$ cat src/rtl/core/ldp_pkg.sv
// ldp_pkg: types, widths and codes shared by the lorentz-drude permittivity core
// no dependencies; imported by the interfaces, cells, arithmetic units and top level

package ldp_pkg;

    // default parameter values
    localparam int MAX_OSC_DEF = 8;
    localparam int FREQ_W_DEF  = 24;

    // internal q4.16 frequency format
    localparam int INT_W  = 20;
    localparam int SEL_W  = 3;
    localparam int CNT_W  = 4;
    localparam int IDX_W  = 3;
    localparam int OUT_W  = 40;

    // denominator and term datapath widths
    localparam int SQ_W   = 2 * INT_W;       // squares and products, q8.32
    localparam int DEN_S_W = 43;             // signed real / imaginary denominator part
    localparam int ABS_W  = 42;              // magnitude of a denominator part
    localparam int DEN_W  = 84;              // ar^2 + ai^2
    localparam int NUM_W  = 60;              // strength * plasma^2

    // serial multiplier
    localparam int MUL_A_W   = 60;
    localparam int MUL_B_W   = 42;
    localparam int MUL_CHUNK = 14;
    localparam int MUL_STEPS = MUL_B_W / MUL_CHUNK;
    localparam int MUL_P_W   = MUL_A_W + MUL_B_W;

    // divider: quotient bits kept below the overflow check
    localparam int DIV_Q_W = 41;
    localparam int REM_W   = DEN_W + 1;
    localparam logic [DIV_Q_W-1:0] TERM_CLAMP = {1'b1, {(DIV_Q_W-1){1'b0}}};

    // configuration register indexes
    typedef enum logic [IDX_W-1:0] {
        CFG_PLASMA    = 3'd0,
        CFG_COUNT     = 3'd1,
        CFG_SELECT    = 3'd2,
        CFG_STRENGTH  = 3'd3,
        CFG_RESONANCE = 3'd4,
        CFG_DAMPING   = 3'd5
    } t_cfg_reg;

    // one oscillator table entry, internal format
    typedef struct packed {
        logic [INT_W-1:0] f;
        logic [INT_W-1:0] r;
        logic [INT_W-1:0] g;
    } t_osc_entry;

    // entry write request to the oscillator ring
    typedef struct packed {
        logic             str;
        logic             res;
        logic             dmp;
        logic [SEL_W-1:0] sel;
        logic [INT_W-1:0] data;
    } t_osc_wr;

    // sequencer states
    typedef enum logic [3:0] {
        ST_IDLE,
        ST_PRE,
        ST_TERM_A,
        ST_TERM_B,
        ST_MUL_AR,
        ST_MUL_AI,
        ST_MUL_NUM,
        ST_MUL_PR,
        ST_DIV_R,
        ST_MUL_PI,
        ST_DIV_I,
        ST_NEXT,
        ST_ROT,
        ST_DONE
    } t_ldp_state;

endpackage

$ cat src/rtl/core/ldp_osc_cell.sv
// ldp_osc_cell: one oscillator table entry, a link of the rotating entry ring
// depends on ldp_pkg for the entry and write request types

module ldp_osc_cell import ldp_pkg::*; #(
    parameter int IDX = 0
) (
    input  logic       i_clk,
    input  logic       i_rst_n,
    input  logic       i_shift,
    input  t_osc_wr    i_wr,
    input  t_osc_entry i_next,
    output t_osc_entry o_entry
);

    t_osc_entry r_entry;
    logic       w_hit;

    assign w_hit   = (int'(i_wr.sel) == IDX);
    assign o_entry = r_entry;

    // take the neighbor's entry on a shift, otherwise accept register writes
    always_ff @(posedge i_clk) begin
        if (!i_rst_n) begin
            r_entry <= '0;
        end else if (i_shift) begin
            r_entry <= i_next;
        end else if (w_hit) begin
            if (i_wr.str) r_entry.f <= i_wr.data;
            if (i_wr.res) r_entry.r <= i_wr.data;
            if (i_wr.dmp) r_entry.g <= i_wr.data;
        end
    end

endmodule

$ cat config.mk
export PLATFORM = sky130hd
export DESIGN_NAME = ldp_osc_cell
export DESIGN_NICKNAME = d
export VERILOG_FILES = /design/src/rtl/core/ldp_pkg.sv /design/src/rtl/core/ldp_osc_cell.sv
export SDC_FILE = /design/constraint.sdc
export NUM_CORES = 1
export LEC_CHECK = 0
export BUFFER_PORTS_ARGS = -buffer_cell sky130_fd_sc_hd__buf_2
export CAP_MARGIN = 30
export CORE_MARGIN = 1
export CORE_UTILIZATION = 39
export CTS_CLUSTER_DIAMETER = 120
export DETAILED_ROUTE_END_ITERATION = 10
export GPL_ROUTABILITY_DRIVEN = 0
export GPL_TIMING_DRIVEN = 0
export PLACE_DENSITY_LB_ADDON = 0.15
export SLEW_MARGIN = 5
export SYNTH_ARGS = -nofsm -noshare
export SYNTH_HDL_FRONTEND = slang
export SYNTH_SLANG_ARGS = --single-unit
$ cat constraint.sdc
create_clock -name i_clk -period 1.55 [get_ports i_clk]
set_clock_uncertainty 0.05 [all_clocks]
set_input_delay 0.2325 -clock i_clk [delete_from_list [all_inputs] [get_ports i_clk]]
set_output_delay 0.2325 -clock i_clk [all_outputs]
set_load 0.01 [all_outputs]
### Word level (Yosys, flattened, before mapping)

Index checks and enable logic that the tools add are counted.

* add/subtract/negate cells: 0
* multipliers: 0
* div/mod/pow operators: 0
* magnitude comparators: 0
* equality and inequality tests: 0
* shifts and indexed selects: 0
* mux-type cells: 5
* bitwise logic cells: 0
* reduce and logical (&&, ||, !) cells: 8

Operators by type and width (count)
* $mux W60: 2
* $mux W20: 3
* $reduce_bool A2 Y1: 4
* $reduce_and A2 Y1: 3
* $logic_not A3 Y1: 1

* flip-flop bits (word level): 60
* bits in latches: 0
* memory bits (writable): 0
* ROM bits: 0
* input bits: 89
* output and inout bits: 60
* logic and storage cells: 16
* memories: 0

### Depth between registers and ports, before layout

* depth after elaboration: 3
* depth in mapped cells: 5
* depth with buffers taken out: 3

### Worst setup path after synthesis

Ideal clock, no wire load.

* path type: input -> register
* start point: input port i_shift
* end point: register r_entry, in the netlist o_entry[30]
* setup time: 0.086 ns
* data arrival time: 1.008 ns
* required time: 1.414 ns
* setup slack: 0.407 ns
* stages: 5
* path buffers: 2
* cell sequence: buf_2 -> inv_1 -> clkbuf_1 -> o21ai_0 -> a211oi_1

* longest elaborated chain between the ends: 2
* elaborated cells between the ends (all ways): 4
* classes of those cells: 1 x mux; 3 x reduce/logical

Ends and longest elaborated chain
* from (decl): RTL line ldp_osc_cell.sv:9 `input logic i_shift,`
* $reduce_bool A2 Y1 (no source line)
* $reduce_and A2 Y1 (no source line)
* to (signal assigned): RTL line ldp_osc_cell.sv:26 `r_entry <= i_next;`
* to (decl): RTL line ldp_osc_cell.sv:15 `t_osc_entry r_entry;`

Several ways; a longest one is shown, not always the timed one.
A chain may end at the register's enable or synchronous reset.

### Worst setup path after layout

* start point: input port i_wr[21] (netlist bit)
* end point: register r_entry, in the netlist o_entry[19]

* longest elaborated chain between the ends: 3

Ends and longest elaborated chain
* from (decl): RTL line ldp_osc_cell.sv:10 `input t_osc_wr i_wr,`
* $logic_not A3 Y1: RTL line ldp_osc_cell.sv:18 `assign w_hit = (int'(i_wr.sel) == IDX);`
* $reduce_bool A2 Y1 (no source line)
* $reduce_and A2 Y1 (no source line)

No other way between the ends.

==> results.sh <==
export IMPL_grt_first_pass_wirelength_um=14100
export IMPL_synth_area_per_cell_um2=8.60
export IMPL_tns_ps=0
export IMPL_status="finished clean"
export IMPL_critPathKind="in2reg"
export IMPL_rows=29
export IMPL_ys_seq_area_share_pct=47.0
export IMPL_timing_fmax_mhz=858
export IMPL_chipWidth_um=82.9
export IMPL_max_slew_worst_pin_slew_ps=512
export IMPL_required_ps=1740
export IMPL_relSlewSlack_pct=65.8
export IMPL_wl_met2_um=4170
export IMPL_cp_cell_sequence="buf_2 > nor4b_4 > buf_4 > nor3_1 > a211oi_1"
export IMPL_cp_slowest_cell="nor4b_4"
export IMPL_grt_pass1_vias=2819
export IMPL_synth_top_area_cell="dfxtp_1"
export IMPL_synth_top_cell_area_share_pct=47.0
export IMPL_period_share_pct=75.2
export IMPL_start_util_pct=40.2
export IMPL_power_leakage_nw=1.58
export IMPL_grt_max_degree=11
export IMPL_mostFrequentLayoutCells="buf_2 (154), o21ai_0 (60), nor3_1 (60), a211oi_1 (60), dfxtp_1 (60)"
export IMPL_antennaDiodeCount=0
export IMPL_synth_seq_cells=60
export IMPL_place_hpwl_um=6610
export IMPL_dr_first_iter_drc_count=232
export IMPL_hold_path_class="in2reg"
export IMPL_clock_tree_root_cell="clkbuf_8"
export IMPL_drc=0
export IMPL_worstPathArrival_ps=1360
export IMPL_cts_resized=0
export IMPL_syn_to_final_growth_pct=39.8
export IMPL_rsz0062_at_grt="no"
export IMPL_period_minus_slack_ps=1170
export IMPL_core_um2=6350
export IMPL_cp_startpoint="i_wr[21]"
export IMPL_maxCapViolCount=0
export IMPL_setup_viol=0
export IMPL_clk_path_buf_depth=2
export IMPL_ys_warnings_count=0
export IMPL_place_area_um2=3380
export IMPL_worstSetupEndpoint="o_entry[19]"
export IMPL_clock_sinks=60
export IMPL_highest_layer="met4"
export IMPL_antenna_found_initial=0
export IMPL_clk_pin_slew_ps=70
export IMPL_drv_slew=0
export IMPL_ir_worst_vdd_mv=0.664
export IMPL_fin_nets=543
export IMPL_start_kind="input port"
export IMPL_largest_reg_flops=60
export IMPL_p_per_area_nw_per_um2=1060
export IMPL_crit_path_max_fanout=10
export IMPL_via_per_inst=5.56
export IMPL_ys_top_cells_by_area="dfxtp_1 (47%), a211oi_1 (18%), nor3_1 (12%)"
export IMPL_drive_above_1_share_pct=38.3
export IMPL_synth_nets=386
export IMPL_worst_path_buf_inv=2
export IMPL_htreeDepth=3
export IMPL_dieArea_um2=6880
export IMPL_groute_usage_overall_pct=25.8
export IMPL_cp_slowest_stage_delay_ps=410
export IMPL_postRouteWirelength_um=8900
export IMPL_via_count=2971
export IMPL_fin_area_um2=3570
export IMPL_cts_hold_buffers=0
export IMPL_r2r_setup_slack_ps=760
export IMPL_ant_nets=0
export IMPL_cts_setup_buffers=0
export IMPL_final_common_cell="buf_2"
export IMPL_cts_buffers=9
export IMPL_netlist_area_um2=2550
export IMPL_reg2reg_depth=2
export IMPL_r2r_end="o_entry[19]"
export IMPL_path_depth=5
export IMPL_postSynthCellCount=297
export IMPL_pin_count=149
export IMPL_cts_tree="built"
export IMPL_overflow=0
export IMPL_first_pass_iters=5
export IMPL_hold_violations=0
export IMPL_routedWlPerCell_um=16.7
export IMPL_synth_cell_type_count=10
export IMPL_endpoint_kind="register"
export IMPL_die_y_um=82.9
export IMPL_io_buffer_count=146
export IMPL_crit_family="simple AND/OR/NAND/NOR gates"
export IMPL_worstSkewPairLatency_ps=330
export IMPL_met3_length_um=601
export IMPL_met1_length_um=3940
export IMPL_r2r_start="o_entry[19]"
export IMPL_worstHoldStart="i_next[42]"
cell families after synthesis:
| family | after synthesis | share of synthesized area [%] |
|---|---|---|
| and+or+nand+nor | 83 | 17.5 |
| buffers and inverters | 34 | 6.12 |
| AOI/OAI and AO/OA | 120 | 29.4 |
| DFF | 60 | 47.0 |
metrics by stage:
stage	util (%)	hold WS, ps	setup WS (ps)	cells	total power, mW
floorplan	-	400	407	297	2.08
global placement	53.3	492	86.2	520	2.39
detailed placement	53.3	510	58.6	520	2.40
CTS	56.3	160	409	534	3.79
global route	56.3	177	228	534	3.96
finish	56.3	168	385	534	3.78
routing by layer:
layer,GRT usage (%),vias to the layer above
met1,34.7,1404
met3,6.26,17
met4,10.7,0
met5,0,-
li1,-,1431
met2,39.5,119
power by group:
| part | internal (mW) | switching [mW] | total [mW] |
|---|---|---|---|
| sequential | 1.66 | 0.0575 | 1.72 |
| combinational | 0.284 | 0.365 | 0.649 |
| clock | 0.811 | 0.601 | 1.41 |
worst min-delay path, cell delays in order:
cell and delay (ps):
buf_2 90, o21ai_0 130, a211oi_1 50
cells in the mapped netlist:
master,n
a211oi_1,60
dfxtp_1,60
nor3_1,60
o21ai_0,60
clkbuf_1,20
nor2_1,20
buf_2,8
buf_4,5
nor4b_4,3
inv_1,1
layout make-up:
class / instances / area [um^2]
Tap cell: 77 / 96.3
Timing Repair Buffer: 146 / 731
Fill cell: 623 / 2780
Inverter: 1 / 3.75
Clock buffer: 12 / 155
Clock inverter: 2 / 35.0
Sequential cell: 60 / 1200
Buffer: 33 / 153
Multi-Input combinational cell: 203 / 1200
worst min path at each step:
| stage | end | cells past startpoint |
|---|---|---|
| finish | o_entry[42] | 3 |
| global route | o_entry[6] | 3 |
| CTS | o_entry[12] | 3 |
| detailed placement | o_entry[47] | 2 |
| global placement | o_entry[44] | 2 |
| floorplan | o_entry[0] | 2 |
(Power assumes the default switching activity.)
