--- config.mk ---
export PLATFORM = sky130hd
export DESIGN_NAME = ldp_serial_mul
export DESIGN_NICKNAME = d
export VERILOG_FILES = /design/src/rtl/core/ldp_pkg.sv /design/src/rtl/core/ldp_serial_mul.sv
export SDC_FILE = /design/constraint.sdc
export NUM_CORES = 2
export LEC_CHECK = 0
export BUFFER_PORTS_ARGS = -buffer_cell sky130_fd_sc_hd__buf_2
export CAP_MARGIN = 20
export CORE_MARGIN = 5
export CORE_UTILIZATION = 60
export CTS_CLUSTER_DIAMETER = 30
export DETAILED_ROUTE_END_ITERATION = 8
export PLACE_DENSITY_LB_ADDON = 0.1
export SETUP_SLACK_MARGIN = 0.15
export SLEW_MARGIN = 20
export SYNTH_ARGS = -nofsm -noshare
export SYNTH_HDL_FRONTEND = slang
export SYNTH_SLANG_ARGS = --single-unit
--- constraint.sdc ---
create_clock -name i_clk -period 19.65 [get_ports i_clk]
set_input_delay 0.9825 -clock i_clk [delete_from_list [all_inputs] [get_ports i_clk]]
set_output_delay 0.9825 -clock i_clk [all_outputs]
set_load 0.05 [all_outputs]
--- src/rtl/core/ldp_pkg.sv ---
// ldp_pkg: types, widths and codes shared by the lorentz-drude permittivity core
// no dependencies; imported by the interfaces, cells, arithmetic units and top level

package ldp_pkg;

    // default parameter values
    localparam int MAX_OSC_DEF = 8;
    localparam int FREQ_W_DEF  = 24;

    // internal q4.16 frequency format
    localparam int INT_W  = 20;
    localparam int SEL_W  = 3;
    localparam int CNT_W  = 4;
    localparam int IDX_W  = 3;
    localparam int OUT_W  = 40;

    // denominator and term datapath widths
    localparam int SQ_W   = 2 * INT_W;       // squares and products, q8.32
    localparam int DEN_S_W = 43;             // signed real / imaginary denominator part
    localparam int ABS_W  = 42;              // magnitude of a denominator part
    localparam int DEN_W  = 84;              // ar^2 + ai^2
    localparam int NUM_W  = 60;              // strength * plasma^2

    // serial multiplier
    localparam int MUL_A_W   = 60;
    localparam int MUL_B_W   = 42;
    localparam int MUL_CHUNK = 14;
    localparam int MUL_STEPS = MUL_B_W / MUL_CHUNK;
    localparam int MUL_P_W   = MUL_A_W + MUL_B_W;

    // divider: quotient bits kept below the overflow check
    localparam int DIV_Q_W = 41;
    localparam int REM_W   = DEN_W + 1;
    localparam logic [DIV_Q_W-1:0] TERM_CLAMP = {1'b1, {(DIV_Q_W-1){1'b0}}};

    // configuration register indexes
    typedef enum logic [IDX_W-1:0] {
        CFG_PLASMA    = 3'd0,
        CFG_COUNT     = 3'd1,
        CFG_SELECT    = 3'd2,
        CFG_STRENGTH  = 3'd3,
        CFG_RESONANCE = 3'd4,
        CFG_DAMPING   = 3'd5
    } t_cfg_reg;

    // one oscillator table entry, internal format
    typedef struct packed {
        logic [INT_W-1:0] f;
        logic [INT_W-1:0] r;
        logic [INT_W-1:0] g;
    } t_osc_entry;

    // entry write request to the oscillator ring
    typedef struct packed {
        logic             str;
        logic             res;
        logic             dmp;
        logic [SEL_W-1:0] sel;
        logic [INT_W-1:0] data;
    } t_osc_wr;

    // sequencer states
    typedef enum logic [3:0] {
        ST_IDLE,
        ST_PRE,
        ST_TERM_A,
        ST_TERM_B,
        ST_MUL_AR,
        ST_MUL_AI,
        ST_MUL_NUM,
        ST_MUL_PR,
        ST_DIV_R,
        ST_MUL_PI,
        ST_DIV_I,
        ST_NEXT,
        ST_ROT,
        ST_DONE
    } t_ldp_state;

endpackage

--- src/rtl/core/ldp_serial_mul.sv ---
// ldp_serial_mul: unsigned multiplier taking the second operand a chunk per cycle
// depends on ldp_pkg for operand widths

module ldp_serial_mul import ldp_pkg::*; (
    input  logic               i_clk,
    input  logic               i_rst_n,
    input  logic               i_start,
    input  logic [MUL_A_W-1:0] i_a,
    input  logic [MUL_B_W-1:0] i_b,
    output logic [MUL_P_W-1:0] o_p,
    output logic               o_done
);

    localparam int PP_W  = MUL_A_W + MUL_CHUNK;
    localparam int STP_W = $clog2(MUL_STEPS + 1);

    logic [MUL_A_W-1:0] r_a;
    logic [MUL_B_W-1:0] r_b;
    logic [MUL_P_W-1:0] r_acc;
    logic [STP_W-1:0]   r_cnt;
    logic               r_busy;
    logic               r_done;
    logic [PP_W-1:0]    w_pp;

    // partial product of the top chunk
    assign w_pp   = r_a * r_b[MUL_B_W-1 -: MUL_CHUNK];
    assign o_p    = r_acc;
    assign o_done = r_done;

    // control
    always_ff @(posedge i_clk) begin
        if (!i_rst_n) begin
            r_busy <= 1'b0;
            r_done <= 1'b0;
            r_cnt  <= '0;
        end else begin
            r_done <= 1'b0;
            if (i_start) begin
                r_busy <= 1'b1;
                r_cnt  <= STP_W'(MUL_STEPS);
            end else if (r_busy) begin
                r_cnt <= r_cnt - 1'b1;
                if (r_cnt == STP_W'(1)) begin
                    r_busy <= 1'b0;
                    r_done <= 1'b1;
                end
            end
        end
    end

    // shift-accumulate datapath, msb chunk first
    always_ff @(posedge i_clk) begin
        if (i_start) begin
            r_a   <= i_a;
            r_b   <= i_b;
            r_acc <= '0;
        end else if (r_busy) begin
            r_b   <= r_b << MUL_CHUNK;
            r_acc <= (r_acc << MUL_CHUNK) + MUL_P_W'(w_pp);
        end
    end

endmodule

# [After elaboration in Yosys (flattened, before gate mapping)]
# Cells that the tools add are included.
[op_classes] n_addsub=2 multipliers=1 eq_ne=1 n_mux=8 bitwise_logic=2 n_reduce_logical=2
[ops] operator="102-bit by 74-bit adder with 102-bit output" count=1
[ops] operator="42-bit two-way mux" count=2
[ops] operator="60-bit by 14-bit multiplier with 74-bit output" count=1
[ops] operator="1-bit two-way mux" count=4
[ops] operator="2-bit two-way mux" count=2
[ops] operator="3-bit OR reduction" count=1
[ops] operator="2-bit by 1-bit equality test with 1-bit output (second input constant)" count=1
[ops] operator="1-bit inverter" count=2
[ops] operator="2-bit nonzero test" count=1
[ops] operator="2-bit by 1-bit subtractor with 2-bit output (second input constant)" count=1
[totals] regBits=208 input_bits=105 word_cells=22

# [Depth between registers and ports, before layout]
[depth] depth_word=4 depth_mapped=27 ltp_nobuf=24

# [Least setup slack after synthesis]
# Ideal clock, no wire load.
[synth_path] kind="register to register" startpoint="register r_b[28]" endpoint="register r_acc[94], in the netlist o_p[94]" t_arrival_ps=6231 path_slack_ps=13334 path_stages_with_launch=25 period_less_slack_ps=6316 cell_sequence="edfxtp_1 clkbuf_1 clkbuf_1 nand2_1 fa_1 fa_1 inv_1 fa_1 fa_1 fa_1 inv_1 fa_1 inv_1 ha_1 buf_4 nand2_1 o21ai_0 a221oi_1 o21ai_0 o211ai_2 a21oi_2 o32ai_2 and4bb_2 xnor2_1 a211oi_1"
[synth_between] elab_chain_cells=2
[synth_lines] item="start: declaration" line_no="ldp_serial_mul.sv:18" rtl="logic [MUL_B_W-1:0] r_b;"
[synth_lines] item="start signal: assignment" line_no="ldp_serial_mul.sv:55" rtl="r_b <= i_b;"
[synth_lines] item="start signal: assignment" line_no="ldp_serial_mul.sv:58" rtl="r_b <= r_b << MUL_CHUNK;"
[synth_lines] item="60-bit by 14-bit multiplier with 74-bit output" line_no="ldp_serial_mul.sv:26" rtl="assign w_pp = r_a * r_b[MUL_B_W-1 -: MUL_CHUNK];"
[synth_lines] item="102-bit by 74-bit adder with 102-bit output" line_no="ldp_serial_mul.sv:59" rtl="r_acc <= (r_acc << MUL_CHUNK) + MUL_P_W'(w_pp);"
[synth_lines] item="end signal: assignment" line_no="ldp_serial_mul.sv:59"
[synth_lines] item="end: declaration" line_no="ldp_serial_mul.sv:19" rtl="logic [MUL_P_W-1:0] r_acc;"
# Every way passes these cells.
# A chain may end at the register's enable or synchronous reset.

# [Worst setup path in the final report]
[layout_path] startpoint="register r_b[33]" endpoint="register r_acc[94], in the netlist o_p[94]"
# The elaborated chain is that of the path after synthesis.

==> results by group <==
Outcome
  – Outcome: complete, no violations

Placed design
  – Count of buffers inserted at the top-level ports: 207
  – Inst Count DP: 4511
  – Final weighted congestion in routability-driven placement: 0.952
  – Minimum setup slack after placement: 11.70 ns
  – Half-perimeter wire length of the detailed placement result: 77200 um

STA
  – Setup repair after global routing missed its margin: false
  – Post-route clock skew: 0.0635 ns
  – Worst-Margin Slew: 0.976 ns
  – Number of max-slew violations in the final report: 0
  – Number of failing setup endpoints in the final timing report: 0
  – Final worst slack: 11.64 ns
  – Minimum clock period after layout: 8.01 ns
  – Setup tns final: 0 ns
  – Share of the cycle needed by the critical path after routing: 40.8%
  – Final hold vios: 0
  – Fmax: 125 MHz
  – Rel. slew slack: 35.0%

Clock tree
  – Total CTS buffers: 61
  – Worst skew pair latency: 0.65 ns
  – TritonCTS clock tree: done
  – Total of hold buffers inserted after clock tree synthesis: 0
  – Post-CTS sizing: 0
  – H-tree depth reported by CTS: 2
  – Maximum buffer depth of the clock tree: 3
  – Clock tree sinks: 208
  – Clock tree root driver cell: sky130_fd_sc_hd__clkbuf_16
  – Post-CTS repair timing setup buffer count: 0
  – CTS clock-pin slew for the worst setup and hold paths: 0.05 ns

Critical path
  – Critical R2R Capture: o_p[94]$_SDFFE_PP0P_
  – Element type at the critical path start: flip-flop
  – Crit end category: flip-flop
  – CP Data Required Time: 20.21 ns
  – Startpoint of the most critical register-to-register path: r_b[33]$_DFFE_PP_
  – Setup slack on the worst flop-to-flop path: 11.64 ns
  – CP Class: flip-flop to flip-flop
  – Arrival time at the worst endpoint: 8.57 ns
  – Crit-path max FO: 60
  – R2R depth: 22

Logic synthesis
  – Post-Syn Nets: 4750
  – Cell types occupying the most area after synthesis: sky130_fd_sc_hd__fa_1 (43%), sky130_fd_sc_hd__edfxtp_1 (8.7%), sky130_fd_sc_hd__inv_1 (7.0%), sky130_fd_sc_hd__nand2_1 (6.9%), sky130_fd_sc_hd__dfxtp_1 (6.0%)
  – Share of the synthesized netlist area taken by xor and xnor gates: 2.16%
  – Synth Area in Simple Gates: 16.7%
  – Multiplexer fraction of the synthesized cell area: 2.26%
  – Number of synthesized flops with an enable pin: 102
  – Post-synth design cell area: 35200 sq um
  – Compound-cell area share of the yosys netlist: 6.28%
  – Register bit count reported by yosys: 208
  – Synth async-reset ratio: 0%
  – Netlist cell types: 83
  – Gate count after technology mapping: 3740
  – Most frequent cells after synthesis: sky130_fd_sc_hd__fa_1 (754), sky130_fd_sc_hd__inv_1 (660), sky130_fd_sc_hd__nand2_1 (652)
  – Synth warn: 0
  – Area share of the largest cell type after synthesis: 42.9%
  – Combinational family with the most area after synthesis: adder cells
  – Library cell with the highest instance count after synthesis: sky130_fd_sc_hd__fa_1
  – Mean cell area of the mapped netlist: 9.42 sq um
  – Prevailing post-synth register cell: sky130_fd_sc_hd__dfxtp_1
  – Cell type with the highest aggregate area in the netlist: sky130_fd_sc_hd__fa_1
  – Share of the yosys chip area belonging to registers: 14.7%
  – Synth Area in Adders: 48.2%

Cells and area
  – Number of standard cells in the layout, taps in and fillers out: 4625
  – Post-layout util: 66.5%
  – Net count of the finished layout: 4819
  – Number of fill cells in the layout: 4704
  – Area Overhead vs Synth: 9.39%
  – Share of post-route cells with drive strength above 1: 10.1%
  – N_diodes: 0

Routing
  – Remaining antenna violation count after routing: 0
  – Iteration-0 DRC count of the detailed router: 1895
  – Remaining design rule violation count: 0
  – Iteration count of the initial detailed-routing pass: 6
  – Ratio of routed vias to standard cells: 5.78
  – Total wire length: 100000 um
  – Avg WL per Cell: 21.7 um
  – Number of vias after detailed routing: 26700

Min path
  – Hold endpoint: o_p[97]$_SDFFE_PP0P_
  – Critical hold path startpoint: o_p[97]$_SDFFE_PP0P_
  – Tightest Hold Check Type: flip-flop to flip-flop
  – Worst hold path cell count: 2

GRT
  – Global Route Usage Sum: 32.4%
  – Number of antenna violations at the first check in global routing: 6
  – First-pass GRT wire length: 162000 um
  – Sum of overflow across all layers after global routing: 0
  – Largest net degree at the start of global routing: 76
  – Number of global-route vias before repair: 29500

Floorplanning
  – Starting density of the core: 60.8%
  – Die H: 252 um
  – Total I/O pin count: 208
  – Full die area: 63600 sq um
  – Placeable core region: 57900 sq um
  – Die W: 252 um
  – Site Rows: 88

Run
  – Max-capacitance violation count: 0
## kinds of logic (layout without fill, tap and decap cells)
family | count (synthesis) | in the layout
adders and majority gates | 905 | 905
muxes | 76 | 76
AOI/OAI and AO/OA | 349 | 349
DFF | 208 | 208
buffers and inverters | 882 | 1002
and+or+nand+nor | 1233 | 1233
xor gates and xnor gates | 87 | 87
## worst max path at each step
stage                                  from              endpoint  slack (ns)  cells past startpoint
after floorplan           r_b[28]$_DFFE_PP_  o_p[94]$_SDFFE_PP0P_       13.33                     24
after global placement    r_b[33]$_DFFE_PP_  o_p[94]$_SDFFE_PP0P_       11.70                     22
after detailed placement  r_b[36]$_DFFE_PP_  o_p[94]$_SDFFE_PP0P_       11.70                     22
after CTS                 r_b[33]$_DFFE_PP_  o_p[94]$_SDFFE_PP0P_       11.65                     22
after global routing      r_b[33]$_DFFE_PP_  o_p[94]$_SDFFE_PP0P_       11.19                     22
final                     r_b[33]$_DFFE_PP_  o_p[94]$_SDFFE_PP0P_       11.64                     22
## per-stage QoR
stage | hold WS, ns | cell area [sq um]
2_1_floorplan | 0.525 | 35200
3_3_place_gp | 0.435 | 36500
3_5_place_dp | 0.442 | 36500
4_1_cts | 0.450 | 38500
5_1_grt | 0.480 | 38500
6_report | 0.453 | 38500
## metal layers
| layer | GRT usage [%] | vias up | share of wire, % | wire, um |
|---|---|---|---|---|
| met4 | 11.8 | 2 | 4.2 | 4180 |
| met3 | 7.66 | 286 | 9.8 | 9830 |
| met2 | 51.4 | 1295 | 47 | 46800 |
| li1 | - | 11500 | - | - |
| met5 | 0 | - | 0.016 | 16 |
| met1 | 44.1 | 13600 | 39 | 39600 |
## cells in the final DEF (no fill, tap or decap), types with 15 or more instances in the layout
cell type                   instances
sky130_fd_sc_hd__a211oi_1          16
sky130_fd_sc_hd__a21o_1            37
sky130_fd_sc_hd__a21oi_1          109
sky130_fd_sc_hd__and2_1           311
sky130_fd_sc_hd__buf_2            206
sky130_fd_sc_hd__buf_4             21
sky130_fd_sc_hd__clkbuf_16         61
sky130_fd_sc_hd__clkinv_2          15
sky130_fd_sc_hd__dfxtp_1          105
sky130_fd_sc_hd__edfxtp_1         102
sky130_fd_sc_hd__fa_1             754
sky130_fd_sc_hd__ha_1             151
sky130_fd_sc_hd__inv_1            659
sky130_fd_sc_hd__mux2_2            28
sky130_fd_sc_hd__mux2i_1           48
sky130_fd_sc_hd__nand2_1          652
sky130_fd_sc_hd__nand3_1           22
sky130_fd_sc_hd__nand4_1           30
sky130_fd_sc_hd__nor2_1           111
sky130_fd_sc_hd__nor3_1            15
sky130_fd_sc_hd__o21a_1            15
sky130_fd_sc_hd__o21ai_0           75
sky130_fd_sc_hd__o21bai_1          19
sky130_fd_sc_hd__xnor2_1           59
sky130_fd_sc_hd__xor2_1            28
## state kept, by name (all words and copies together) (netlist names)
signal,flops
o_p,102
r_a,60
r_b,42
r_cnt,2
o_done,1
r_busy,1
## critical path, cell delays in order, from the launching register on
cell	delay [ns]
sky130_fd_sc_hd__edfxtp_1	0.31
sky130_fd_sc_hd__buf_4	0.69
sky130_fd_sc_hd__nand2_1	0.18
sky130_fd_sc_hd__fa_1	0.54
sky130_fd_sc_hd__fa_1	0.51
sky130_fd_sc_hd__inv_1	0.05
sky130_fd_sc_hd__fa_1	0.58
sky130_fd_sc_hd__fa_1	0.44
sky130_fd_sc_hd__fa_1	0.52
sky130_fd_sc_hd__inv_1	0.07
sky130_fd_sc_hd__fa_1	0.50
sky130_fd_sc_hd__inv_1	0.05
sky130_fd_sc_hd__ha_1	0.38
sky130_fd_sc_hd__nand2_1	0.17
sky130_fd_sc_hd__o21ai_0	0.16
sky130_fd_sc_hd__a221oi_1	0.41
sky130_fd_sc_hd__o21ai_0	0.30
sky130_fd_sc_hd__o211ai_2	0.35
sky130_fd_sc_hd__a21oi_2	0.14
sky130_fd_sc_hd__o32ai_2	0.85
sky130_fd_sc_hd__and4bb_2	0.32
sky130_fd_sc_hd__xnor2_1	0.12
sky130_fd_sc_hd__a211oi_1	0.22
## final cells by class
cell class	instances	area (sq um)	share of cell area (%)
multi-input combinational	2650	26600	69.1
clock buffer	72	1590	4.12
tap	765	957	2.48
inverter	660	2480	6.43
clock inverter	42	478	1.24
timing repair buffer	228	1200	3.11
sequential	208	5190	13.5
Power is left out: the tool's default activity adds up to more than one toggle a clock period on the data nets, which glitch-free logic cannot reach.
