==> config.mk <==
export PLATFORM = sky130hd
export DESIGN_NAME = ldp_divider
export DESIGN_NICKNAME = d
export VERILOG_FILES = /design/src/rtl/core/ldp_pkg.sv /design/src/rtl/core/ldp_divider.sv
export SDC_FILE = /design/constraint.sdc
export NUM_CORES = 1
export LEC_CHECK = 0
export BUFFER_PORTS_ARGS = -buffer_cell sky130_fd_sc_hd__buf_2
export CAP_MARGIN = 25
export CORE_ASPECT_RATIO = 0.9
export CORE_UTILIZATION = 33
export CTS_CLUSTER_SIZE = 24
export DETAILED_ROUTE_END_ITERATION = 6
export GPL_TIMING_DRIVEN = 0
export SLEW_MARGIN = 15
export SYNTH_ARGS = -nofsm -noshare
export SYNTH_HDL_FRONTEND = slang
export SYNTH_SLANG_ARGS = --single-unit
==> constraint.sdc <==
create_clock -name i_clk -period 3.81 [get_ports i_clk]
set_input_delay 0.381 -clock i_clk [delete_from_list [all_inputs] [get_ports i_clk]]
set_output_delay 0.381 -clock i_clk [all_outputs]
set_load 0.01 [all_outputs]
==> src/rtl/core/ldp_pkg.sv <==
// ldp_pkg: types, widths and codes shared by the lorentz-drude permittivity core
// no dependencies; imported by the interfaces, cells, arithmetic units and top level

package ldp_pkg;

    // default parameter values
    localparam int MAX_OSC_DEF = 8;
    localparam int FREQ_W_DEF  = 24;

    // internal q4.16 frequency format
    localparam int INT_W  = 20;
    localparam int SEL_W  = 3;
    localparam int CNT_W  = 4;
    localparam int IDX_W  = 3;
    localparam int OUT_W  = 40;

    // denominator and term datapath widths
    localparam int SQ_W   = 2 * INT_W;       // squares and products, q8.32
    localparam int DEN_S_W = 43;             // signed real / imaginary denominator part
    localparam int ABS_W  = 42;              // magnitude of a denominator part
    localparam int DEN_W  = 84;              // ar^2 + ai^2
    localparam int NUM_W  = 60;              // strength * plasma^2

    // serial multiplier
    localparam int MUL_A_W   = 60;
    localparam int MUL_B_W   = 42;
    localparam int MUL_CHUNK = 14;
    localparam int MUL_STEPS = MUL_B_W / MUL_CHUNK;
    localparam int MUL_P_W   = MUL_A_W + MUL_B_W;

    // divider: quotient bits kept below the overflow check
    localparam int DIV_Q_W = 41;
    localparam int REM_W   = DEN_W + 1;
    localparam logic [DIV_Q_W-1:0] TERM_CLAMP = {1'b1, {(DIV_Q_W-1){1'b0}}};

    // configuration register indexes
    typedef enum logic [IDX_W-1:0] {
        CFG_PLASMA    = 3'd0,
        CFG_COUNT     = 3'd1,
        CFG_SELECT    = 3'd2,
        CFG_STRENGTH  = 3'd3,
        CFG_RESONANCE = 3'd4,
        CFG_DAMPING   = 3'd5
    } t_cfg_reg;

    // one oscillator table entry, internal format
    typedef struct packed {
        logic [INT_W-1:0] f;
        logic [INT_W-1:0] r;
        logic [INT_W-1:0] g;
    } t_osc_entry;

    // entry write request to the oscillator ring
    typedef struct packed {
        logic             str;
        logic             res;
        logic             dmp;
        logic [SEL_W-1:0] sel;
        logic [INT_W-1:0] data;
    } t_osc_wr;

    // sequencer states
    typedef enum logic [3:0] {
        ST_IDLE,
        ST_PRE,
        ST_TERM_A,
        ST_TERM_B,
        ST_MUL_AR,
        ST_MUL_AI,
        ST_MUL_NUM,
        ST_MUL_PR,
        ST_DIV_R,
        ST_MUL_PI,
        ST_DIV_I,
        ST_NEXT,
        ST_ROT,
        ST_DONE
    } t_ldp_state;

endpackage

==> src/rtl/core/ldp_divider.sv <==
// ldp_divider: restoring divider, one quotient bit per cycle, clamped at 2^40
// depends on ldp_pkg for numerator, denominator and quotient widths

module ldp_divider import ldp_pkg::*; (
    input  logic               i_clk,
    input  logic               i_rst_n,
    input  logic               i_start,
    input  logic [MUL_P_W-1:0] i_num,
    input  logic [DEN_W-1:0]   i_den,
    output logic [DIV_Q_W-1:0] o_mag,
    output logic               o_clamp,
    output logic               o_done
);

    localparam int CNT_DW = $clog2(DIV_Q_W + 1);
    localparam int CMP_W  = DEN_W + DIV_Q_W;

    logic [REM_W-1:0]   r_rem;
    logic [DIV_Q_W-1:0] r_q;
    logic [DEN_W-1:0]   r_den;
    logic [CNT_DW-1:0]  r_cnt;
    logic               r_busy;
    logic               r_done;
    logic               r_ovf;
    logic [REM_W-1:0]   w_trial;
    logic [REM_W-1:0]   w_den_x;
    logic               w_ge;

    // one restoring step
    assign w_trial = {r_rem[REM_W-2:0], r_q[DIV_Q_W-1]};
    assign w_den_x = REM_W'(r_den);
    assign w_ge    = (w_trial >= w_den_x);

    // clamp when the quotient passes 2^40
    assign o_clamp = r_ovf || (r_q > TERM_CLAMP);
    assign o_mag   = o_clamp ? TERM_CLAMP : r_q;
    assign o_done  = r_done;

    // control
    always_ff @(posedge i_clk) begin
        if (!i_rst_n) begin
            r_busy <= 1'b0;
            r_done <= 1'b0;
            r_cnt  <= '0;
        end else begin
            r_done <= 1'b0;
            if (i_start) begin
                r_busy <= 1'b1;
                r_cnt  <= CNT_DW'(DIV_Q_W);
            end else if (r_busy) begin
                r_cnt <= r_cnt - 1'b1;
                if (r_cnt == CNT_DW'(1)) begin
                    r_busy <= 1'b0;
                    r_done <= 1'b1;
                end
            end
        end
    end

    // high numerator bits seed the remainder, low bits shift in as quotient forms
    always_ff @(posedge i_clk) begin
        if (i_start) begin
            r_den <= i_den;
            r_ovf <= (CMP_W'(i_num) >= {i_den, {DIV_Q_W{1'b0}}});
            r_rem <= REM_W'(i_num[MUL_P_W-1:DIV_Q_W]);
            r_q   <= i_num[DIV_Q_W-1:0];
        end else if (r_busy) begin
            r_rem <= w_ge ? (w_trial - w_den_x) : w_trial;
            r_q   <= {r_q[DIV_Q_W-2:0], w_ge};
        end
    end

endmodule

# ---- Word level (Yosys, flattened, before mapping)
# Index checks and enable logic that the tools add are counted.
dict set report totals {
  in_bits 189
  reg_bits 218
  out_inout_bits 43
  word_cells 33
}
dict set report classes {
  magnitude_cmp 3
  addsub 2
  n_reduce_logical 4
  bitwise 2
  muxes 12
  n_eq_ne 1
}
# cell n
set ops {}
lappend ops {{102-bit by 125-bit >= comparator with 1-bit output} 1}
lappend ops {{41-bit 2-to-1 mux} 3}
lappend ops {{61-bit 2-to-1 mux} 2}
lappend ops {{85-bit by 84-bit >= comparator with 1-bit output} 1}
lappend ops {{84-bit 2-to-1 mux} 1}
lappend ops {{84-bit subtractor} 1}
lappend ops {{41-bit > comparator, second input constant} 1}
lappend ops {{6-bit 2-to-1 mux} 2}
lappend ops {{6-bit by 1-bit == test with 1-bit output, second input constant} 1}
lappend ops {{6-bit by 1-bit subtractor with 6-bit output, second input constant} 1}
lappend ops {{1-bit 2-to-1 mux} 4}
lappend ops {{3-bit OR reduction} 1}
lappend ops {{1-bit inverter} 2}
lappend ops {{2-bit nonzero test} 1}
lappend ops {{2-bit OR reduction} 1}
lappend ops {{1-bit logical OR} 1}

# ---- Longest topological paths before layout
# Gate-level depths: netlist (run 1).
dict set report depth {
  word_depth 4
  depth_mapped 16
  depth_no_buf 14
}

# ---- Worst setup path before layout (run 1)
# No wires, ideal clock.
dict set report synth_path {
  path_kind {input-to-reg}
  start {input port i_start}
  end {register r_q[0], enable pin}
  required_ns 2.872
  t_arrival_ns 2.764
  setup_slack_ns 0.108
  setup_ns 0.938
  path_stages 4
  n_path_buf 2
  path_cell_list {clkinv_1 > clkbuf_1 > clkbuf_1 > nand2_1}
}
dict set report synth_via {
  elab_chain_cells 1
}
# element line_no
set synth_rtl {}
lappend synth_rtl {{start, declared} ldp_divider.sv:7} ;# input logic i_start,
lappend synth_rtl {{2-bit nonzero test (no line)} n/a}
lappend synth_rtl {{end signal, assigned} ldp_divider.sv:66} ;# r_q <= i_num[DIV_Q_W-1:0];
lappend synth_rtl {{end signal, assigned} ldp_divider.sv:69} ;# r_q <= {r_q[DIV_Q_W-2:0], w_ge};
lappend synth_rtl {{end, declared} ldp_divider.sv:19} ;# logic [DIV_Q_W-1:0] r_q;
# No other way between the ends.
# A chain may end at the register's enable or synchronous reset.

# ---- Worst setup path after layout (run 1)
dict set report layout_path {
  start {register r_q[40]}
  end {register r_rem[60] (data pin)}
}
dict set report layout_via {
  elab_chain_cells 4
  elab_cells_between_ends 5
  classes_between {1 x add/sub; 1 x order compare; 3 x mux}
}
# element line_no
set layout_rtl {}
lappend layout_rtl {{84-bit subtractor / 85-bit by 84-bit >= comparator with 1-bit output (equally long branches)} {ldp_divider.sv:68, ldp_divider.sv:32}}
lappend layout_rtl {{84-bit 2-to-1 mux (*)} ldp_divider.sv:68} ;# r_rem <= w_ge ? (w_trial - w_den_x) : w_trial;
lappend layout_rtl {{61-bit 2-to-1 mux (*)} ldp_divider.sv:67} ;# end else if (r_busy) begin
lappend layout_rtl {{61-bit 2-to-1 mux (*)} ldp_divider.sv:62} ;# if (i_start) begin
lappend layout_rtl {{end signal, assigned} ldp_divider.sv:65} ;# r_rem <= REM_W'(i_num[MUL_P_W-1:DIV_Q_W]);
lappend layout_rtl {{end signal, assigned} ldp_divider.sv:68}
lappend layout_rtl {{end, declared} ldp_divider.sv:18} ;# logic [REM_W-1:0] r_rem;
# Mark *: on every way between the ends. The rest lies on a longest branch, timed or not. The select of a mux whose other input is x is not followed.

==> impl_metrics.json, run 1 <==
{
  "clk_latency_ps": 580,
  "p_leak_nw": 8.77,
  "firstDrtPassIters": 5,
  "fin_crit_ps": 3720,
  "grt_max_degree": 49,
  "worst_ep_arrival_time_ps": 4040,
  "io_buffers": 231,
  "max-vdd-ir-drop_mv": 0.412,
  "worstPathCellList": "inv_2 -> ha_4 -> fa_2 -> nand2b_4 -> a211oi_4 -> o2111ai_4 -> a2111oi_4 -> o21ai_4 -> o32ai_4 -> nand2_2 -> o211ai_4 -> xnor2_2 -> a21oi_1 -> mux2_2",
  "hpwl_um": 42900,
  "clock_path_buffers": 3,
  "avgSynthCellArea_um2": 9.29,
  "crit_fanout": 4,
  "status": "finished clean",
  "die-area_um2": 51100,
  "stdcell_area_um2": 20700,
  "cts_sinks": 218,
  "routed_wl_um": 54900,
  "ys_types": 90,
  "whs_path_depth": 1,
  "synth.cell_area_um2": 16600,
  "ys_ff_latch": 218,
  "clkTransAtPathRegs_ps": 60,
  "setup_ws_ps": 90.1,
  "syn_nets": 2118,
  "critPathTopFamily": "compound AO/OA/AOI/OAI gates",
  "cpPeakStageDelay_ps": 500,
  "grtUsageTotal": 0.211,
  "hp-class": "in2reg",
  "drtAntennaViolNets": 0,
  "overflow": 0,
  "async_flop_share": 0,
  "slew_viol_final": 0,
  "powerDensity_nw_per_um2": 458,
  "drt_drc_violations_left": 0,
  "start_util": 0.336,
  "synthFlopType": "edfxtp_1",
  "area_delta_synth_final_pct": 24.8,
  "yosys_warnings": 0,
  "final_layout_size_suffix_gt1_frac": 0.226,
  "setup_viol": 0,
  "placed_cell_area_um2": 18600,
  "cp_slowest_cell": "a2111oi_4",
  "grt_setup_unrepaired": "yes",
  "worst_setup_path_end_kind": "flip-flop",
  "r2r_cells": 14,
  "die_h_um": 214,
  "max_cap_viol_count": 0,
  "antenna_found_initial": 5,
  "grt_pass1_wl_um": 84500,
  "die_w_um": 238,
  "cts_buffers": 27,
  "dpl_worst_slack_ps": -477,
  "criticalPathCategory": "reg2reg",
  "gp_congestion": 0.896,
  "slew-limit-headroom": 0.328,
  "crit_buf_inv": 1,
  "synth_cells": 1781,
  "layout_worst_path_cycle_share": 0.976,
  "required_ps": 4130,
  "critical_path_depth": 14,
  "dr_total_vias": 14800,
  "finClkSkew_ps": 18.6,
  "num_rows": 77,
  "max_freq_ghz": 0.269,
  "hold_viol": 0,
  "num_io_pins": 232,
  "root_buffer": "clkbuf_16",
  "wl_per_cell_um": 19.4,
  "yosysSeqAreaShare": 0.377,
  "tightest_slew_ps": 1010,
  "cts.htree.levels": 1,
  "synth_edf_count": 187,
  "core_area_um2": 49300,
  "startpoint_type": "flip-flop",
  "cts_tree": "yes",
  "drtIter0Drc": 1020,
  "fin_nets": 2472,
  "via_per_inst": 5.24,
  "grt_pass1_vias": 15100
}
[routing by layer]
| layer | wire [µm] | vias to the layer above | part of all wire | track usage |
|---|---|---|---|---|
| li1 | - | 7200 | - | - |
| met1 | 25500 | 7167 | 0.46 | 0.284 |
| met2 | 25300 | 391 | 0.46 | 0.350 |
| met3 | 2730 | 76 | 0.050 | 0.0354 |
| met4 | 1280 | 4 | 0.023 | 0.0500 |
| met5 | 24 | - | 0.00044 | 0 |
[kinds of logic (layout without fill, tap and decap cells)]
group           Yosys count  after routing  share of synthesized area
mux                      85             85                     0.0577
other cells               0              3                          0
flops                   218            218                      0.377
fa+ha+maj               148            148                      0.112
xor+xnor                 84             84                     0.0444
simple gates            494            494                      0.148
buf+inv                 257            631                     0.0651
compound gates          495            495                      0.196
[where the power goes]
part	switching [mW]	total, mW	internal [mW]
Sequential	0.159	3.09	2.93
Combinational	2.20	3.67	1.47
Clock	1.12	2.70	1.58
Total	3.48	9.46	5.98
[synth_stat cells, types with 4 or more instances]
master      n  area share
nand2_1   130       0.029
a311oi_2    4      0.0036
nor4_1     37       0.014
and2_1     45       0.017
nor2_1    125       0.028
buf_4      11      0.0050
nor2b_1    14      0.0053
o21ai_1    20      0.0060
a21o_1     37       0.017
mux2_2     84       0.057
a311oi_1    8      0.0042
o211ai_1   10      0.0045
xnor2_1    52       0.028
clkbuf_1   35      0.0079
ha_1      147        0.11
nand2b_1    8      0.0030
o21ai_0    73       0.022
o31ai_1     5      0.0023
o21bai_1   23       0.010
nor3_1     29      0.0088
a211oi_1    8      0.0036
and3_1     13      0.0049
nand4_1    50       0.019
nand3_1    23      0.0070
edfxtp_1  187        0.34
inv_1     176       0.040
o21a_1     24       0.011
buf_2      30      0.0091
xor2_1     32       0.017
a31o_2      4      0.0021
a21boi_0    6      0.0027
dfxtp_1    31       0.037
a221oi_1    6      0.0032
o22ai_1     6      0.0023
a21oi_1   194       0.059
a31oi_1    13      0.0049
[final cells by class]
class,instances,area (µm²)
fillers,4999,28700
clock inverters,21,235
repair buffers,326,2120
multi-input cells,1306,9450
flip-flops and latches,218,6240
well taps,671,840
inverters,177,664
plain buffers,79,423
clock buffers,28,679
diodes,3,7.51
[worst reg2reg max path, delay by kind of cell (launching register included)]
family	cells	cell delay, ps
DFF	1	410
muxes	1	260
and+or+nand+nor	2	280
adders and majority gates	2	500
buffers and inverters	1	60
AOI/OAI and AO/OA	7	1790
xor gates and xnor gates	1	150
[registers in the layout, summed over array words and instances (netlist names)]
name    count
r_ovf       1
r_cnt       6
r_q        41
r_rem      84
o_done      1
r_den      84
r_busy      1
[worst paths after layout]
check / start / slack [ps] / to
max: r_q[40]$_DFFE_PP_ / 90 / r_rem[60]$_DFFE_PP_
min: i_den[43] / 20 / r_den[43]$_DFFE_PP_
max reg2reg: r_q[40]$_DFFE_PP_ / 90 / r_rem[60]$_DFFE_PP_
min reg2reg: r_rem[62]$_SDFFE_PP0P_ / 510 / r_rem[63]$_SDFFE_PP0P_
[per-stage QoR]
step                      total power, mW  hold WS (ps)  TNS [ps]  instances   util
after floorplan                      5.53           468         0       1781      -
after global placement               6.50           480   -472310       2683  0.376
after detailed placement             6.53           494    -28370       2686  0.378
after CTS                            9.38         0.478         0       2815  0.414
after global routing                 9.98          1.95      -159       2829  0.419
final                                9.46          15.7         0       2829  0.419
[cell usage in the layout (no fill, tap or decap), types with 7 or more instances in the layout]
cell type,n
and3_1,13
nor3_1,28
a21o_1,37
clkinv_1,7
dlygate4sd3_1,77
ha_1,146
a31oi_1,13
a311oi_1,7
a211oi_1,8
nand2b_1,7
nand2_1,128
xor2_1,32
xnor2_1,51
and2_1,45
buf_2,256
nor2b_1,14
o211ai_1,10
nor4_1,35
o21ai_1,19
inv_1,175
a21oi_2,8
o21ai_0,72
nor2_1,124
a21oi_1,188
nand3_1,22
dfxtp_1,31
clkbuf_1,35
o21bai_1,23
edfxtp_1,187
mux2_2,84
o21a_1,24
clkbuf_16,27
buf_4,29
nand4_1,50
[timing repair]
action	4_1_cts	5_1_grt
buffers inserted	4	11
gates resized for setup	9	32
gates cloned	0	0
endpoints found under the setup margin	28	79
endpoints found under the hold margin	76	1
pin swaps	4	18
hold buffers	76	1
Power figures use the tool's default switching activity.
==> run 2, diff against run 1 <==
--- a/config.mk
+++ b/config.mk
@@ -8,10 +8,11 @@
 export BUFFER_PORTS_ARGS = -buffer_cell sky130_fd_sc_hd__buf_2
 export CAP_MARGIN = 25
 export CORE_ASPECT_RATIO = 0.9
-export CORE_UTILIZATION = 33
+export CORE_UTILIZATION = 53
 export CTS_CLUSTER_SIZE = 24
 export DETAILED_ROUTE_END_ITERATION = 6
 export GPL_TIMING_DRIVEN = 0
+export PLACE_DENSITY = 0.87
 export SLEW_MARGIN = 15
 export SYNTH_ARGS = -nofsm -noshare
 export SYNTH_HDL_FRONTEND = slang
==> impl_metrics.json, run 2 (synthesis gave the netlist of run 1 again) <==
{
  "cts.htree.levels": 1,
  "die_w_um": 188,
  "final_cell_mix": "buf_2, a21oi_1, edfxtp_1",
  "crit_fanout": 10,
  "layout_worst_path_cycle_share": 0.994,
  "finClkSkew_ps": 20.8,
  "grt_pass1_vias": 15100,
  "start_util": 0.537,
  "setup_ws_ps": 23.0,
  "firstDrtPassIters": 6,
  "cts_tree": "yes",
  "max-vdd-ir-drop_mv": 0.348,
  "hp-class": "in2reg",
  "clkTransAtPathRegs_ps": 60,
  "max_cap_viol_count": 0,
  "dpl_worst_slack_ps": -260,
  "placed_cell_area_um2": 18300,
  "routed_wl_um": 52200,
  "required_ps": 4120,
  "layout_commonest_cell": "buf_2",
  "status": "finished clean",
  "drtIter0Drc": 1608,
  "worst_setup_path_end_kind": "flip-flop",
  "area_delta_synth_final_pct": 18.4,
  "overflow": 0,
  "fin_crit_ps": 3790,
  "critPathTopFamily": "compound AO/OA/AOI/OAI gates",
  "hpwl_um": 39700,
  "cpPeakStageDelay_ps": 420,
  "fill_cells": 2498,
  "antenna_found_initial": 2,
  "cts_buffers": 25,
  "dr_total_vias": 15300,
  "setup_viol": 0,
  "startpoint_type": "flip-flop",
  "clock_path_buffers": 3,
  "hold_viol": 0,
  "num_rows": 61,
  "final_layout_size_suffix_gt1_frac": 0.220,
  "die-area_um2": 31900,
  "core_area_um2": 30800,
  "cp_slowest_cell": "edfxtp_1",
  "total_power_mw": 9.07,
  "drtAntennaViolNets": 0,
  "timing.hold.ws_ps": 14.7,
  "grt_max_degree": 62,
  "grt_setup_unrepaired": "yes",
  "slew-limit-headroom": 0.255,
  "grt_pass1_wl_um": 80100,
  "io_buffers": 231,
  "stdcell_area_um2": 19600,
  "die_h_um": 170,
  "grtUsageTotal": 0.317,
  "max_freq_ghz": 0.264,
  "clk_latency_ps": 570,
  "wl_per_cell_um": 20.8,
  "fin_nets": 2422,
  "num_io_pins": 232,
  "p_leak_nw": 8.48,
  "crit_buf_inv": 3,
  "drt_drc_violations_left": 0,
  "via_per_inst": 6.10,
  "gp_congestion": 0.979,
  "root_buffer": "clkbuf_16",
  "cts_sinks": 218,
  "tightest_slew_ps": 1110,
  "rrSetupSlack_ps": 20,
  "criticalPathCategory": "reg2reg",
  "top_regs": "r_den (84), r_rem (84), r_q (41)",
  "worst_ep_arrival_time_ps": 4100,
  "worstPathCellList": "ha_1 -> buf_2 -> a21oi_1 -> o21ai_0 -> a41oi_2 -> nand3_2 -> a21o_2 -> a211oi_4 -> o211a_4 -> buf_2 -> buf_4 -> o21ai_0 -> o21a_1",
  "slew_viol_final": 0,
  "powerDensity_nw_per_um2": 463
}
-- run 2: cell types whose count changed in the layout (fill, tap and decap cells not counted), sizes merged --
cell | previous run | this run
buf | 293 | 290
clkinv | 12 | 11
clkinvlp | 3 | 0
inv | 179 | 177
bufinv | 4 | 2
clkbuf | 63 | 67
dlygate4sd3 | 77 | 31
diode | 3 | 1
-- run 2: area by class of cell --
cell class | instances | area, µm² | share of cell area
diodes | 1 | 2.50 | 0.000128
plain buffers | 79 | 417 | 0.0213
clock buffers | 31 | 648 | 0.0331
clock inverters | 13 | 121 | 0.00619
inverters | 177 | 664 | 0.0339
multi-input cells | 1306 | 9370 | 0.478
flip-flops and latches | 218 | 6240 | 0.318
well taps | 409 | 512 | 0.0261
repair buffers | 278 | 1630 | 0.0831
-- run 2: final timing paths --
kind | start | to | depth (start not counted)
worst min-delay path | i_den[72] | r_den[72]$_DFFE_PP_ | 1
worst max register to register | r_rem[11]$_DFFE_PP_ | r_rem[54]$_DFFE_PP_ | 13
worst min register to register | r_rem[78]$_SDFFE_PP0P_ | r_rem[79]$_SDFFE_PP0P_ | 2
worst max-delay path | r_rem[11]$_DFFE_PP_ | r_rem[54]$_DFFE_PP_ | 13
-- run 2: per-layer routing --
metal | global-route usage | share of wire | up-vias
li1 | - | - | 7095
met1 | 0.407 | 0.41 | 7328
met2 | 0.549 | 0.47 | 788
met3 | 0.0509 | 0.088 | 111
met4 | 0.0926 | 0.028 | 2
met5 | 0 | 0.00027 | -
-- run 2: power breakdown --
group | internal (mW) | switching [mW] | total [mW]
registers | 2.93 | 0.169 | 3.10
clock network | 1.34 | 1.04 | 2.38
logic | 1.42 | 2.17 | 3.59
total | 5.69 | 3.38 | 9.07
-- run 2: worst register-to-register path: stages (launching register included) --
cell      delay, ps
edfxtp_1        420
ha_1            310
buf_2           180
a21oi_1         210
o21ai_0         130
a41oi_2         280
nand3_2         180
a21o_2          280
a211oi_4        410
o211a_4         250
buf_2           290
buf_4           310
o21ai_0         160
o21a_1          120
-- run 2: repair_timing --
action | CTS | global route
gates resized for setup | 5 | 17
pin swaps | 1 | 13
gates cloned | 0 | 0
hold buffers | 30 | 1
buffers inserted | 0 | 14
hold endpoints to repair | 30 | 1
setup endpoints to repair | 13 | 65
-- run 2: stage by stage --
step / cells / utilization / setup TNS, ps
after global placement: 2421 / 0.591 / -426570
after floorplan: 1781 / - / 0
final: 2512 / 0.636 / 0
after CTS: 2497 / 0.629 / 0
after global routing: 2512 / 0.636 / -266
after detailed placement: 2423 / 0.593 / -15890
==> run 3, diff against run 2 <==
--- a/config.mk
+++ b/config.mk
@@ -5,7 +5,7 @@
 export SDC_FILE = /design/constraint.sdc
 export NUM_CORES = 1
 export LEC_CHECK = 0
-export BUFFER_PORTS_ARGS = -buffer_cell sky130_fd_sc_hd__buf_2
+export BUFFER_PORTS_ARGS = -buffer_cell sky130_fd_sc_hd__clkbuf_2
 export CAP_MARGIN = 25
 export CORE_ASPECT_RATIO = 0.9
 export CORE_UTILIZATION = 53
==> impl_metrics.json, run 3 (synthesis gave the netlist of run 1 again) <==
{
  "core_area_um2": 30800,
  "regArea_um2": 6240,
  "antenna_found_initial": 3,
  "layout_commonest_cell": "clkbuf_2",
  "grt_pass1_wl_um": 80400,
  "startpoint_type": "flip-flop",
  "start_util": 0.537,
  "area_delta_synth_final_pct": 16.2,
  "fin_crit_ps": 3770,
  "placed_cells": 2423,
  "worst_setup_path_end_kind": "flip-flop",
  "hold_viol": 0,
  "slew_viol_final": 0,
  "clock_path_buffers": 3,
  "status": "finished clean",
  "hpwl_um": 39700,
  "clk_latency_ps": 550,
  "stdcell_area_um2": 19200,
  "die_h_um": 170,
  "die_w_um": 188,
  "io_buffers": 231,
  "r2r_cells": 12,
  "via_per_inst": 6.09,
  "layout_worst_path_cycle_share": 0.989,
  "cts_buffers": 24,
  "fill_cells": 2574,
  "drtIter0Drc": 1459,
  "num_io_pins": 232,
  "min_from": "i_den[27]",
  "final_cell_mix": "clkbuf_2, a21oi_1, edfxtp_1",
  "drt_drc_violations_left": 0,
  "routed_wl_um": 51200,
  "max-vdd-ir-drop_mv": 0.407,
  "final-instance-count-excl-fill": 2473,
  "criticalPathCategory": "reg2reg",
  "overflow": 0,
  "rr_endpoint": "r_rem[1]$_DFFE_PP_",
  "hp-class": "in2reg",
  "cts_tree": "yes",
  "grt_setup_unrepaired": "yes",
  "die-area_um2": 31900,
  "num_rows": 61,
  "r2r-start": "r_rem[2]$_DFFE_PP_",
  "dr_total_vias": 15100,
  "cts.htree.levels": 1,
  "slew-limit-headroom": 0.228,
  "p_leak_nw": 8.31,
  "total_power_mw": 8.91,
  "worst_ep_arrival_time_ps": 4070,
  "placed_cell_area_um2": 18300,
  "whs_path_depth": 1,
  "top_regs": "r_den (84), r_rem (84), r_q (41)",
  "grtUsageTotal": 0.318,
  "cts_sinks": 218,
  "grt_pass1_vias": 15200,
  "required_ps": 4110,
  "max_freq_ghz": 0.265,
  "fin_nets": 2381,
  "rrSetupSlack_ps": 40,
  "finClkSkew_ps": 17.2,
  "drtAntennaViolNets": 0,
  "tightest_slew_ps": 1150,
  "wl_per_cell_um": 20.7,
  "whs_endpoint": "r_den[27]$_DFFE_PP_",
  "crit_fanout": 10,
  "final_layout_size_suffix_gt1_frac": 0.225,
  "max_cap_viol_count": 0,
  "setup.worst_path.start": "r_rem[2]$_DFFE_PP_",
  "root_buffer": "clkbuf_16",
  "grt_max_degree": 57,
  "gp_congestion": 0.963,
  "multi_input_area_um2": 9400,
  "clkTransAtPathRegs_ps": 60,
  "firstDrtPassIters": 6,
  "powerDensity_nw_per_um2": 463,
  "setup_viol": 0
}
run 3: critical path: stages (launching register included):
cell and delay, ps:
edfxtp_1 430, ha_1 410, nand3_1 170, o21bai_2 280, a2111o_1 530, nand3_2 160
a21o_2 230, a211oi_4 120, o211ai_4 310, buf_6 240, buf_4 260, a21oi_1 110
mux2_2 260
run 3: worst max path at each step:
stage,endpoint,slack (ps),depth (start not counted)
floorplan,r_q[0]$_DFFE_PP_,110,4
global route,r_rem[60]$_DFFE_PP_,-50,14
finish,r_rem[1]$_DFFE_PP_,40,12
detailed placement,r_rem[23]$_DFFE_PP_,-460,7
CTS,r_rem[78]$_SDFFE_PP0P_,20,14
global placement,r_rem[35]$_DFFE_PP_,-4200,5
run 3: cell type report:
type | instances | share of cell area
Multi-Input combinational cell | 1306 | 0.488
Timing Repair Buffer | 239 | 0.0654
Sequential cell | 218 | 0.324
Clock buffer | 35 | 0.0354
Tap cell | 409 | 0.0266
Antenna cell | 2 | 0.000260
Buffer | 78 | 0.0220
Inverter | 177 | 0.0347
Clock inverter | 9 | 0.00286
run 3: metrics by stage:
step	setup WS [ps]	hold slack [ps]	util	setup TNS (ps)
4_1_cts	18.7	10.6	0.619	0
6_report	40.1	25.9	0.624	0
2_1_floorplan	108	468	-	0
3_3_place_gp	-4200	481	0.591	-464670
5_1_grt	-45.8	18.4	0.624	-326
3_5_place_dp	-456	490	0.593	-32130
run 3: power by group:
group | switching [mW] | internal [mW] | total, mW
Combinational | 2.18 | 1.39 | 3.57
Sequential | 0.162 | 2.93 | 3.09
Clock | 1.01 | 1.24 | 2.25
run 3: layer usage:
metal | part of all wire | vias to the layer above | GRT usage
li1 | - | 7028 | -
met1 | 0.42 | 7207 | 0.418
met2 | 0.46 | 712 | 0.529
met3 | 0.082 | 111 | 0.0523
met4 | 0.032 | 2 | 0.114
met5 | 0.00021 | - | 0
run 3: timing repair:
item                                    4_1_cts  5_1_grt
hold endpoints to repair                      0        0
pin swaps                                     2       13
buffers inserted                              1        5
endpoints found under the setup margin       22      119
hold buffers                                  0        0
resized for setup                             9       25
